### src/rtl/sha1md_pkg.sv
// ----------------------------------------------------------------------------
// SHA-1 digest package
// Shared types, initial chaining words and round functions for the SHA-1 block.
// ----------------------------------------------------------------------------
`default_nettype none

package sha1md_pkg;

  typedef logic [31:0]      word_t;
  typedef logic [4:0][31:0] hash_t;   // [0] is A / H0
  typedef logic [6:0]       rnd_t;

  localparam word_t H0_INIT = 32'h67452301;
  localparam word_t H1_INIT = 32'hEFCDAB89;
  localparam word_t H2_INIT = 32'h98BADCFE;
  localparam word_t H3_INIT = 32'h10325476;
  localparam word_t H4_INIT = 32'hC3D2E1F0;
  localparam hash_t H_INIT  = {H4_INIT, H3_INIT, H2_INIT, H1_INIT, H0_INIT};

  localparam word_t K0 = 32'h5A827999;
  localparam word_t K1 = 32'h6ED9EBA1;
  localparam word_t K2 = 32'h8F1BBCDC;
  localparam word_t K3 = 32'hCA62C1D6;

  localparam rnd_t RND_LAST   = 7'd79;
  localparam logic [7:0] PAD_MARK_BYTE = 8'h80;
  localparam logic [5:0] LEN_POS      = 6'd56;
  localparam logic [5:0] LAST_POS     = 6'd63;

  // Control from the sequencer to the message schedule
  typedef struct packed {
    logic       load;   // shift one byte in
    logic [7:0] data;
    logic       step;   // advance one schedule word
  } sched_ctl_t;

  // Control from the sequencer to the round unit
  typedef struct packed {
    logic init;   // restore initial chaining words
    logic start;  // copy chaining words into the working registers
    logic step;   // run one round
    logic add;    // fold working registers into the chaining words
    rnd_t rnd;
  } core_ctl_t;

  function automatic word_t sha1_f(input rnd_t rnd, input word_t b, input word_t c,
                                   input word_t d);
    word_t res;
    if (rnd < 7'd20) begin
      res = (b & c) | (~b & d);
    end else if (rnd < 7'd40 || rnd >= 7'd60) begin
      res = b ^ c ^ d;
    end else begin
      res = (b & c) | (b & d) | (c & d);
    end
    return res;
  endfunction

  function automatic word_t sha1_k(input rnd_t rnd);
    word_t res;
    if (rnd < 7'd20) begin
      res = K0;
    end else if (rnd < 7'd40) begin
      res = K1;
    end else if (rnd < 7'd60) begin
      res = K2;
    end else begin
      res = K3;
    end
    return res;
  endfunction

endpackage

`default_nettype wire

### src/rtl/sha1md_sched.sv
// ----------------------------------------------------------------------------
// SHA-1 message schedule
// 16-word shift line: takes message bytes, then yields one W word per round.
// ----------------------------------------------------------------------------
`default_nettype none

module sha1md_sched
  import sha1md_pkg::*;
(
  input  wire        clk,
  input  sched_ctl_t ctl,
  output word_t      w_top
);

  logic [511:0] blk_r;
  word_t        w_new;

  // oldest word sits at the top; word k at [511-32k -: 32]
  assign w_top = blk_r[511:480];

  always_comb begin
    w_new = blk_r[511-32*13 -: 32] ^ blk_r[511-32*8 -: 32] ^
            blk_r[511-32*2 -: 32] ^ blk_r[511:480];
    w_new = {w_new[30:0], w_new[31]};
  end

  always_ff @(posedge clk) begin
    if (ctl.load) begin
      blk_r <= {blk_r[503:0], ctl.data};
    end else if (ctl.step) begin
      blk_r <= {blk_r[479:0], w_new};
    end
  end

endmodule

`default_nettype wire

### src/rtl/sha1md_core.sv
// ----------------------------------------------------------------------------
// SHA-1 round unit
// Working registers A..E, one compression round per cycle while step is set, chaining words.
// ----------------------------------------------------------------------------
`default_nettype none

module sha1md_core
  import sha1md_pkg::*;
(
  input  wire       clk,
  input  wire       rst_n,
  input  core_ctl_t ctl,
  input  word_t     w,
  output hash_t     h
);

  hash_t h_r;
  hash_t v_r;
  hash_t v_nxt;
  word_t t;

  assign h = h_r;

  always_comb begin
    t = {v_r[0][26:0], v_r[0][31:27]} + sha1_f(ctl.rnd, v_r[1], v_r[2], v_r[3]) +
        v_r[4] + w + sha1_k(ctl.rnd);
    v_nxt[0] = t;
    v_nxt[1] = v_r[0];
    v_nxt[2] = {v_r[1][1:0], v_r[1][31:2]};
    v_nxt[3] = v_r[2];
    v_nxt[4] = v_r[3];
  end

  always_ff @(posedge clk) begin
    if (!rst_n) begin
      h_r <= H_INIT;
    end else if (ctl.init) begin
      h_r <= H_INIT;
    end else if (ctl.add) begin
      for (int i = 0; i < 5; i++) begin
        h_r[i] <= h_r[i] + v_r[i];
      end
    end
  end

  // working registers: payload, no reset
  always_ff @(posedge clk) begin
    if (ctl.start) begin
      v_r <= h_r;
    end else if (ctl.step) begin
      v_r <= v_nxt;
    end
  end

endmodule

`default_nettype wire

### src/rtl/sha1_message_digest_top.sv
// ----------------------------------------------------------------------------
// SHA-1 message digest
// Byte-serial SHA-1 hasher: one shared round unit under a small sequencer.
// ----------------------------------------------------------------------------
// Input: a byte that does not fill a block is absorbed while idle; a byte that
//   fills the 64-byte block starts the rounds and chaining add, stalling input.
// End of message: padding shifts in one byte per cycle outside compressions,
//   spilling into a second block when needed; each final block is compressed,
//   then the result is loaded. The shared round unit's loop sets the rate.
// Reset (rst_n low, synchronous): initial chaining words, zero count and flag, no result.
`default_nettype none

module sha1_message_digest_top
  import sha1md_pkg::*;
(
  input  wire         clk,
  input  wire         rst_n,
  // input channel
  input  wire         in_valid,
  output logic        in_stall,
  input  wire  [7:0]  in_message_byte,
  input  wire         in_byte_present,
  input  wire         in_end_of_message,
  // result channel
  output logic        out_valid,
  input  wire         out_stall,
  output logic [31:0] out_digest_word_0,
  output logic [31:0] out_digest_word_1,
  output logic [31:0] out_digest_word_2,
  output logic [31:0] out_digest_word_3,
  output logic [31:0] out_digest_word_4,
  output logic        out_message_too_long
);

  typedef enum logic [2:0] {
    S_IDLE,
    S_PAD_MARK,
    S_PAD_ZERO,
    S_PAD_LEN,
    S_ROUND,
    S_ADD,
    S_DONE
  } state_t;

  state_t      state_r, state_nxt;
  state_t      ret_r, ret_nxt;       // where to go after a compression
  rnd_t        rnd_r, rnd_nxt;
  logic [5:0]  pos_r, pos_nxt;       // byte position inside the block while padding
  logic        extra_r, extra_nxt;   // padding spills into a second block
  logic [60:0] cnt_r, cnt_nxt;       // message length in bytes
  logic        ovf_r, ovf_nxt;
  logic        out_valid_r, out_valid_nxt;
  hash_t       out_dig_r, out_dig_nxt;
  logic        out_tl_r, out_tl_nxt;

  logic [61:0] cnt_inc;
  logic        take;
  logic        ovf_after;
  logic [63:0] len_bits;

  sched_ctl_t  sctl;
  core_ctl_t   cctl;
  word_t       w_top;
  hash_t       h;

  sha1md_sched u_sched (
    .clk   (clk),
    .ctl   (sctl),
    .w_top (w_top)
  );

  sha1md_core u_core (
    .clk   (clk),
    .rst_n (rst_n),
    .ctl   (cctl),
    .w     (w_top),
    .h     (h)
  );

  // Take beats only while idle; the output register decouples the result side.
  assign in_stall = (state_r != S_IDLE);

  assign out_valid            = out_valid_r;
  assign out_digest_word_0    = out_dig_r[0];
  assign out_digest_word_1    = out_dig_r[1];
  assign out_digest_word_2    = out_dig_r[2];
  assign out_digest_word_3    = out_dig_r[3];
  assign out_digest_word_4    = out_dig_r[4];
  assign out_message_too_long = out_tl_r;

  assign cnt_inc   = {1'b0, cnt_r} + 62'd1;
  assign take      = in_byte_present && !ovf_r;
  assign ovf_after = ovf_r || (take && cnt_inc[61]);
  assign len_bits  = {cnt_r, 3'b000};

  always_comb begin
    state_nxt     = state_r;
    ret_nxt       = ret_r;
    rnd_nxt       = rnd_r;
    pos_nxt       = pos_r;
    extra_nxt     = extra_r;
    cnt_nxt       = cnt_r;
    ovf_nxt       = ovf_r;
    out_valid_nxt = out_valid_r && out_stall;   // drop once taken
    out_dig_nxt   = out_dig_r;
    out_tl_nxt    = out_tl_r;
    sctl          = '0;
    cctl          = '0;
    cctl.rnd      = rnd_r;

    case (state_r)
      S_IDLE: begin
        if (in_valid) begin
          // Absorb the byte unless the count already overflowed.
          if (take) begin
            sctl.load = 1'b1;
            sctl.data = in_message_byte;
            cnt_nxt   = cnt_inc[60:0];
            ovf_nxt   = cnt_inc[61];
          end
          pos_nxt = take ? cnt_inc[5:0] : cnt_r[5:0];
          if (in_end_of_message && ovf_after) begin
            state_nxt = S_DONE;
          end else if (take && cnt_r[5:0] == LAST_POS) begin
            // block full: compress, then pad if this beat also ends the message
            cctl.start = 1'b1;
            rnd_nxt    = '0;
            state_nxt  = S_ROUND;
            ret_nxt    = in_end_of_message ? S_PAD_MARK : S_IDLE;
          end else if (in_end_of_message) begin
            state_nxt = S_PAD_MARK;
          end
        end
      end

      S_PAD_MARK: begin
        sctl.load = 1'b1;
        sctl.data = PAD_MARK_BYTE;
        pos_nxt   = pos_r + 6'd1;
        extra_nxt = (pos_r >= LEN_POS);
        if (pos_r == LAST_POS) begin
          cctl.start = 1'b1;
          rnd_nxt    = '0;
          extra_nxt  = 1'b0;
          state_nxt  = S_ROUND;
          ret_nxt    = S_PAD_ZERO;
        end else begin
          state_nxt = S_PAD_ZERO;
        end
      end

      S_PAD_ZERO: begin
        if (pos_r == LEN_POS && !extra_r) begin
          state_nxt = S_PAD_LEN;
        end else begin
          sctl.load = 1'b1;
          sctl.data = 8'h00;
          pos_nxt   = pos_r + 6'd1;
          if (pos_r == LAST_POS) begin
            cctl.start = 1'b1;
            rnd_nxt    = '0;
            extra_nxt  = 1'b0;
            state_nxt  = S_ROUND;
            ret_nxt    = S_PAD_ZERO;
          end
        end
      end

      S_PAD_LEN: begin
        // big-endian bit count, one byte per cycle
        sctl.load = 1'b1;
        sctl.data = 8'(len_bits >> {~pos_r[2:0], 3'b000});
        pos_nxt   = pos_r + 6'd1;
        if (pos_r == LAST_POS) begin
          cctl.start = 1'b1;
          rnd_nxt    = '0;
          state_nxt  = S_ROUND;
          ret_nxt    = S_DONE;
        end
      end

      S_ROUND: begin
        cctl.step = 1'b1;
        sctl.step = 1'b1;
        rnd_nxt   = rnd_r + 7'd1;
        if (rnd_r == RND_LAST) begin
          state_nxt = S_ADD;
        end
      end

      S_ADD: begin
        cctl.add  = 1'b1;
        state_nxt = ret_r;
      end

      S_DONE: begin
        // Hold until the output register is free, then restart the message.
        if (!out_valid_r || !out_stall) begin
          out_valid_nxt = 1'b1;
          out_dig_nxt   = ovf_r ? '0 : h;
          out_tl_nxt    = ovf_r;
          cctl.init     = 1'b1;
          cnt_nxt       = '0;
          ovf_nxt       = 1'b0;
          state_nxt     = S_IDLE;
        end
      end

      default: begin
        state_nxt = S_IDLE;
      end
    endcase
  end

  always_ff @(posedge clk) begin
    if (!rst_n) begin
      state_r     <= S_IDLE;
      ret_r       <= S_IDLE;
      rnd_r       <= '0;
      pos_r       <= '0;
      extra_r     <= 1'b0;
      cnt_r       <= '0;
      ovf_r       <= 1'b0;
      out_valid_r <= 1'b0;
    end else begin
      state_r     <= state_nxt;
      ret_r       <= ret_nxt;
      rnd_r       <= rnd_nxt;
      pos_r       <= pos_nxt;
      extra_r     <= extra_nxt;
      cnt_r       <= cnt_nxt;
      ovf_r       <= ovf_nxt;
      out_valid_r <= out_valid_nxt;
    end
    out_dig_r <= out_dig_nxt;
    out_tl_r  <= out_tl_nxt;
  end

  // Round counter never runs past the last round.
  a_rnd_range: assert property (@(posedge clk) disable iff (!rst_n)
    state_r == S_ROUND |-> rnd_r <= RND_LAST)
    else $error("round counter out of range");

  // The last round always hands over to the chaining add.
  a_round_to_add: assert property (@(posedge clk) disable iff (!rst_n)
    state_r == S_ROUND && rnd_r == RND_LAST |=> state_r == S_ADD)
    else $error("last round not followed by chaining add");

  // A new result only comes out of the finishing state.
  a_out_from_done: assert property (@(posedge clk) disable iff (!rst_n)
    $rose(out_valid_r) |-> $past(state_r) == S_DONE)
    else $error("result loaded outside finishing state");

  // Length bytes fill the last eight positions of the block.
  a_len_pos: assert property (@(posedge clk) disable iff (!rst_n)
    state_r == S_PAD_LEN |-> pos_r[5:3] == 3'b111)
    else $error("length bytes misplaced");

  // A flagged result carries an all-zero digest.
  a_ovf_zero: assert property (@(posedge clk) disable iff (!rst_n)
    out_valid_r && out_tl_r |-> out_dig_r == '0)
    else $error("overflowed result carries a digest");

endmodule

`default_nettype wire

### config.mk
export PLATFORM = sky130hd
export DESIGN_NAME = sha1_message_digest_top
export DESIGN_NICKNAME = d
export VERILOG_FILES = /design/src/rtl/sha1md_pkg.sv /design/src/rtl/sha1md_sched.sv /design/src/rtl/sha1md_core.sv /design/src/rtl/sha1_message_digest_top.sv
export SDC_FILE = /design/constraint.sdc
export NUM_CORES = 2
export LEC_CHECK = 0
export BUFFER_PORTS_ARGS = -buffer_cell sky130_fd_sc_hd__buf_2
export CAP_MARGIN = 40
export CORE_ASPECT_RATIO = 2
export CORE_UTILIZATION = 57
export CTS_CLUSTER_SIZE = 30
export DETAILED_ROUTE_END_ITERATION = 7
export GPL_TIMING_DRIVEN = 0
export MAX_ROUTING_LAYER = met4
export PLACE_DENSITY = 0.79
export SYNTH_ARGS = -nofsm -noshare
export SYNTH_HDL_FRONTEND = slang
export SYNTH_SLANG_ARGS = --single-unit
### constraint.sdc
create_clock -name clk -period 14.8 [get_ports clk]
set_input_delay 1.48 -clock clk [delete_from_list [all_inputs] [get_ports clk]]
set_output_delay 1.48 -clock clk [all_outputs]
set_load 0.01 [all_outputs]
==> metrics.cfg <==
[logic_synthesis]
syn_nets = 6156
synth_seq_cells = 1076
synth_cell_types = 96
synth.most_common_cell = nand2_1
synth_top_area_share = 0.4356
netlist_top_cells_area = edfxtp_1 (44%), nand2_1 (13%), dfxtp_1 (8.5%)
synth_ff_type = edfxtp_1
syn_avg_cell_area_um2 = 9.869
async_flop_share = 0
synth_area_um2 = 57430
synth_edf_count = 833
ys.warnings.count = 0
synth_cells = 5819
netlist_top_cells_count = nand2_1 (1925), edfxtp_1 (833), inv_1 (253), dfxtp_1 (243), a21oi_1 (235)
yosysSeqAreaShare = 0.5203
yosys.area.top_type = edfxtp_1

[final_layout]
nFillCells = 8206
multi_input_area_um2 = 25640
stdcell_count = 7592
fin_area_um2 = 64540
layout-area-overhead-vs-synth_pct = 12.38
regArea_um2 = 29880
layout.nets = 6518
drive_above_1_share = 0.08403

[power]
peakVddDrop_v = 0.0002153
p_leak_nw = 26.52
p_total_mw = 18.59
p_per_area_nw_per_um2 = 288.1

[route]
ant_nets = 0
wl_per_cell_um = 28.31
drt_iter0_markers = 3857
wl_um = 214900
drt-pass1-iter-count = 5
drc = 0
via_count = 45523
viasPerCell = 5.996

[global_route]
grt_max_degree = 108
grt_pass1_wl_um = 305800
antenna_found_initial = 3
grt_usage = 0.4414
grt_pass1_vias = 46445
overflow = 0

[clocking]
clock_latency_ns = 0.76
cts_setup_buffers = 0
cts.hold.buffers_added = 0
htreeDepth = 3
clock-sinks = 1076
clk_pin_slew_worst_paths_ns = 0.07
clock_path_buffers = 3
cts_tree = yes
cts_resized = 0
cts_made_buffers = 96
cts-root-buf = clkbuf_16

[floorplan]
dieWidth_um = 226.4
num_rows = 164
fp.coreArea_um2 = 99930
fp.dieH_um = 450.9
io_pins = 177
initial_utilization = 0.5747
dieArea_um2 = 102100

[placement]
hpwl_um = 171400
place_inst = 7410
dpl_cell_area_um2 = 61210
port_buffers = 176
place.gp.congestion = 1.034
place_ws_ns = 7.226

[worst_setup_path]
cp-end-kind = register
path_class = reg -> reg
worstReg2RegStart = rnd_r[6]
crit_fanout = 10
worst_ep_required_time_ns = 15.28
arrival_ns = 8.30
start_kind = register
crit_path_start = rnd_r[6]

[timing]
setup_violations = 0
slew_viol_final = 0
slew_headroom = 0.3031
fin_ws_ns = 6.983
hold_violations = 0
fin_skew_ns = 0.02860
fmax_mhz = 127.9
rsz0062_at_grt = no
post-route-period-util = 0.5282
period_minus_slack_ns = 7.817
worstMarginPinSlew_ns = 1.045

[run_status]
status = completed

[job]
cap_violations = 0

[min_path]
hp-class = reg -> reg
hold_path.startpoint = ret_r[2]

logic make-up (layout without fill, tap and decap cells):
family          count (synthesis)  after routing  share of synthesized area
mux                           125            125                    0.02625
compound gates                867            867                    0.09495
other cells                     0              4                          0
xor+xnor                      300            300                    0.04575
simple gates                 2625           2625                     0.1924
buf+inv                       503            944                    0.03368
flops                        1076           1076                     0.5203
fa+ha+maj                     323            323                    0.08671
sequential cells by signal (all words and copies together), names as in the netlist:
name / flops
u_core.v_r: 32
out_digest_word_0: 32
ret_r: 3
u_sched.blk_r: 512
out_message_too_long: 1
rnd_r: 7
out_digest_word_1: 32
cnt_r: 61
u_core.h: 160
out_digest_word_4: 32
extra_r: 1
pos_r: 6
out_digest_word_2: 32
u_core.v_nxt: 128
out_digest_word_3: 32
ovf_r: 1
state_r: 3
out_valid: 1
layout make-up:
class | count | share of cell area
flip-flops and latches | 1076 | 0.4629
diodes | 4 | 0.0001551
multi-input cells | 4240 | 0.3973
plain buffers | 248 | 0.01520
clock inverters | 65 | 0.01064
clock buffers | 112 | 0.04077
repair buffers | 264 | 0.03237
well taps | 1328 | 0.02574
inverters | 255 | 0.01491
cell usage in the layout, fill, tap and decap left out, types with 26 or more instances in the layout:
cell type,netlist,final
edfxtp_1,833,833
clkbuf_16,0,103
nand4_1,33,33
clkbuf_1,214,218
mux2_1,35,35
nor2_1,210,210
o21ai_1,51,51
and3_1,26,26
a211oi_1,26,26
inv_1,253,252
buf_2,18,198
a21oi_1,235,235
xor2_1,105,105
nand2_1,1925,1923
o21ai_0,199,199
mux2i_1,37,37
xnor2_1,195,195
nor2b_1,197,196
mux2_2,40,40
buf_8,0,27
nor3_1,48,47
o211ai_1,53,53
buf_6,0,26
a31oi_1,26,26
nand2b_1,28,28
dfxtp_1,243,243
a21o_1,82,82
nand3_1,59,59
ha_1,198,198
fa_1,125,125
worst max-delay path, stage by stage (launching register included):
cell and delay (ns):
dfxtp_1 0.31, clkbuf_1 0.27, nor2_1 0.08, and2_1 0.18, clkbuf_1 0.14, buf_8 0.17, nor2_1 0.17, clkbuf_1 0.74
a221oi_1 0.31, fa_1 0.56, inv_1 0.06, fa_1 0.49, inv_1 0.05, fa_1 0.58, inv_1 0.06, ha_1 0.29
a21o_1 0.19, a21o_1 0.22, a2111oi_1 0.43, buf_1 0.25, nor3_1 0.15, o2111ai_1 0.65, a21oi_1 0.26, nor3b_1 0.51
o21bai_1 0.16, xnor2_1 0.16, o21ai_1 0.08
through the flow:
step / setup TNS (ns) / utilization / hold WS, ns
after floorplan: 0 / - / 0.4301
after global placement: -3269.40 / 0.6001 / 0.4405
after detailed placement: 0 / 0.6125 / 0.4465
after CTS: 0 / 0.6457 / 0.4562
after global routing: 0 / 0.6458 / 0.4833
final: 0 / 0.6459 / 0.4587
metal layers:
metal | routed length [µm] | global-route usage | vias to the layer above
met3 | 12370 | 0.06947 | 1014
met2 | 109000 | 0.7544 | 2149
met5 | 0 | - | -
met4 | 30370 | 0.4960 | 0
li1 | - | - | 20622
met1 | 63180 | 0.3830 | 21738
where the power goes:
part,internal [mW],leakage [nW],switching (mW)
combinational,3.42,15.1,6.09
sequential,5.28,9.78,1.11
clock,1.45,1.61,1.25
final timing paths:
| check | depth (start not counted) | end | slack, ns |
|---|---|---|---|
| setup / recovery | 26 | u_core.v_nxt[60] | 6.98 |
| hold reg to reg | 2 | ret_r[2] | 0.46 |
| hold / removal | 2 | ret_r[2] | 0.46 |
| setup reg to reg | 26 | u_core.v_nxt[60] | 6.98 |
(Power assumes the default switching activity.)
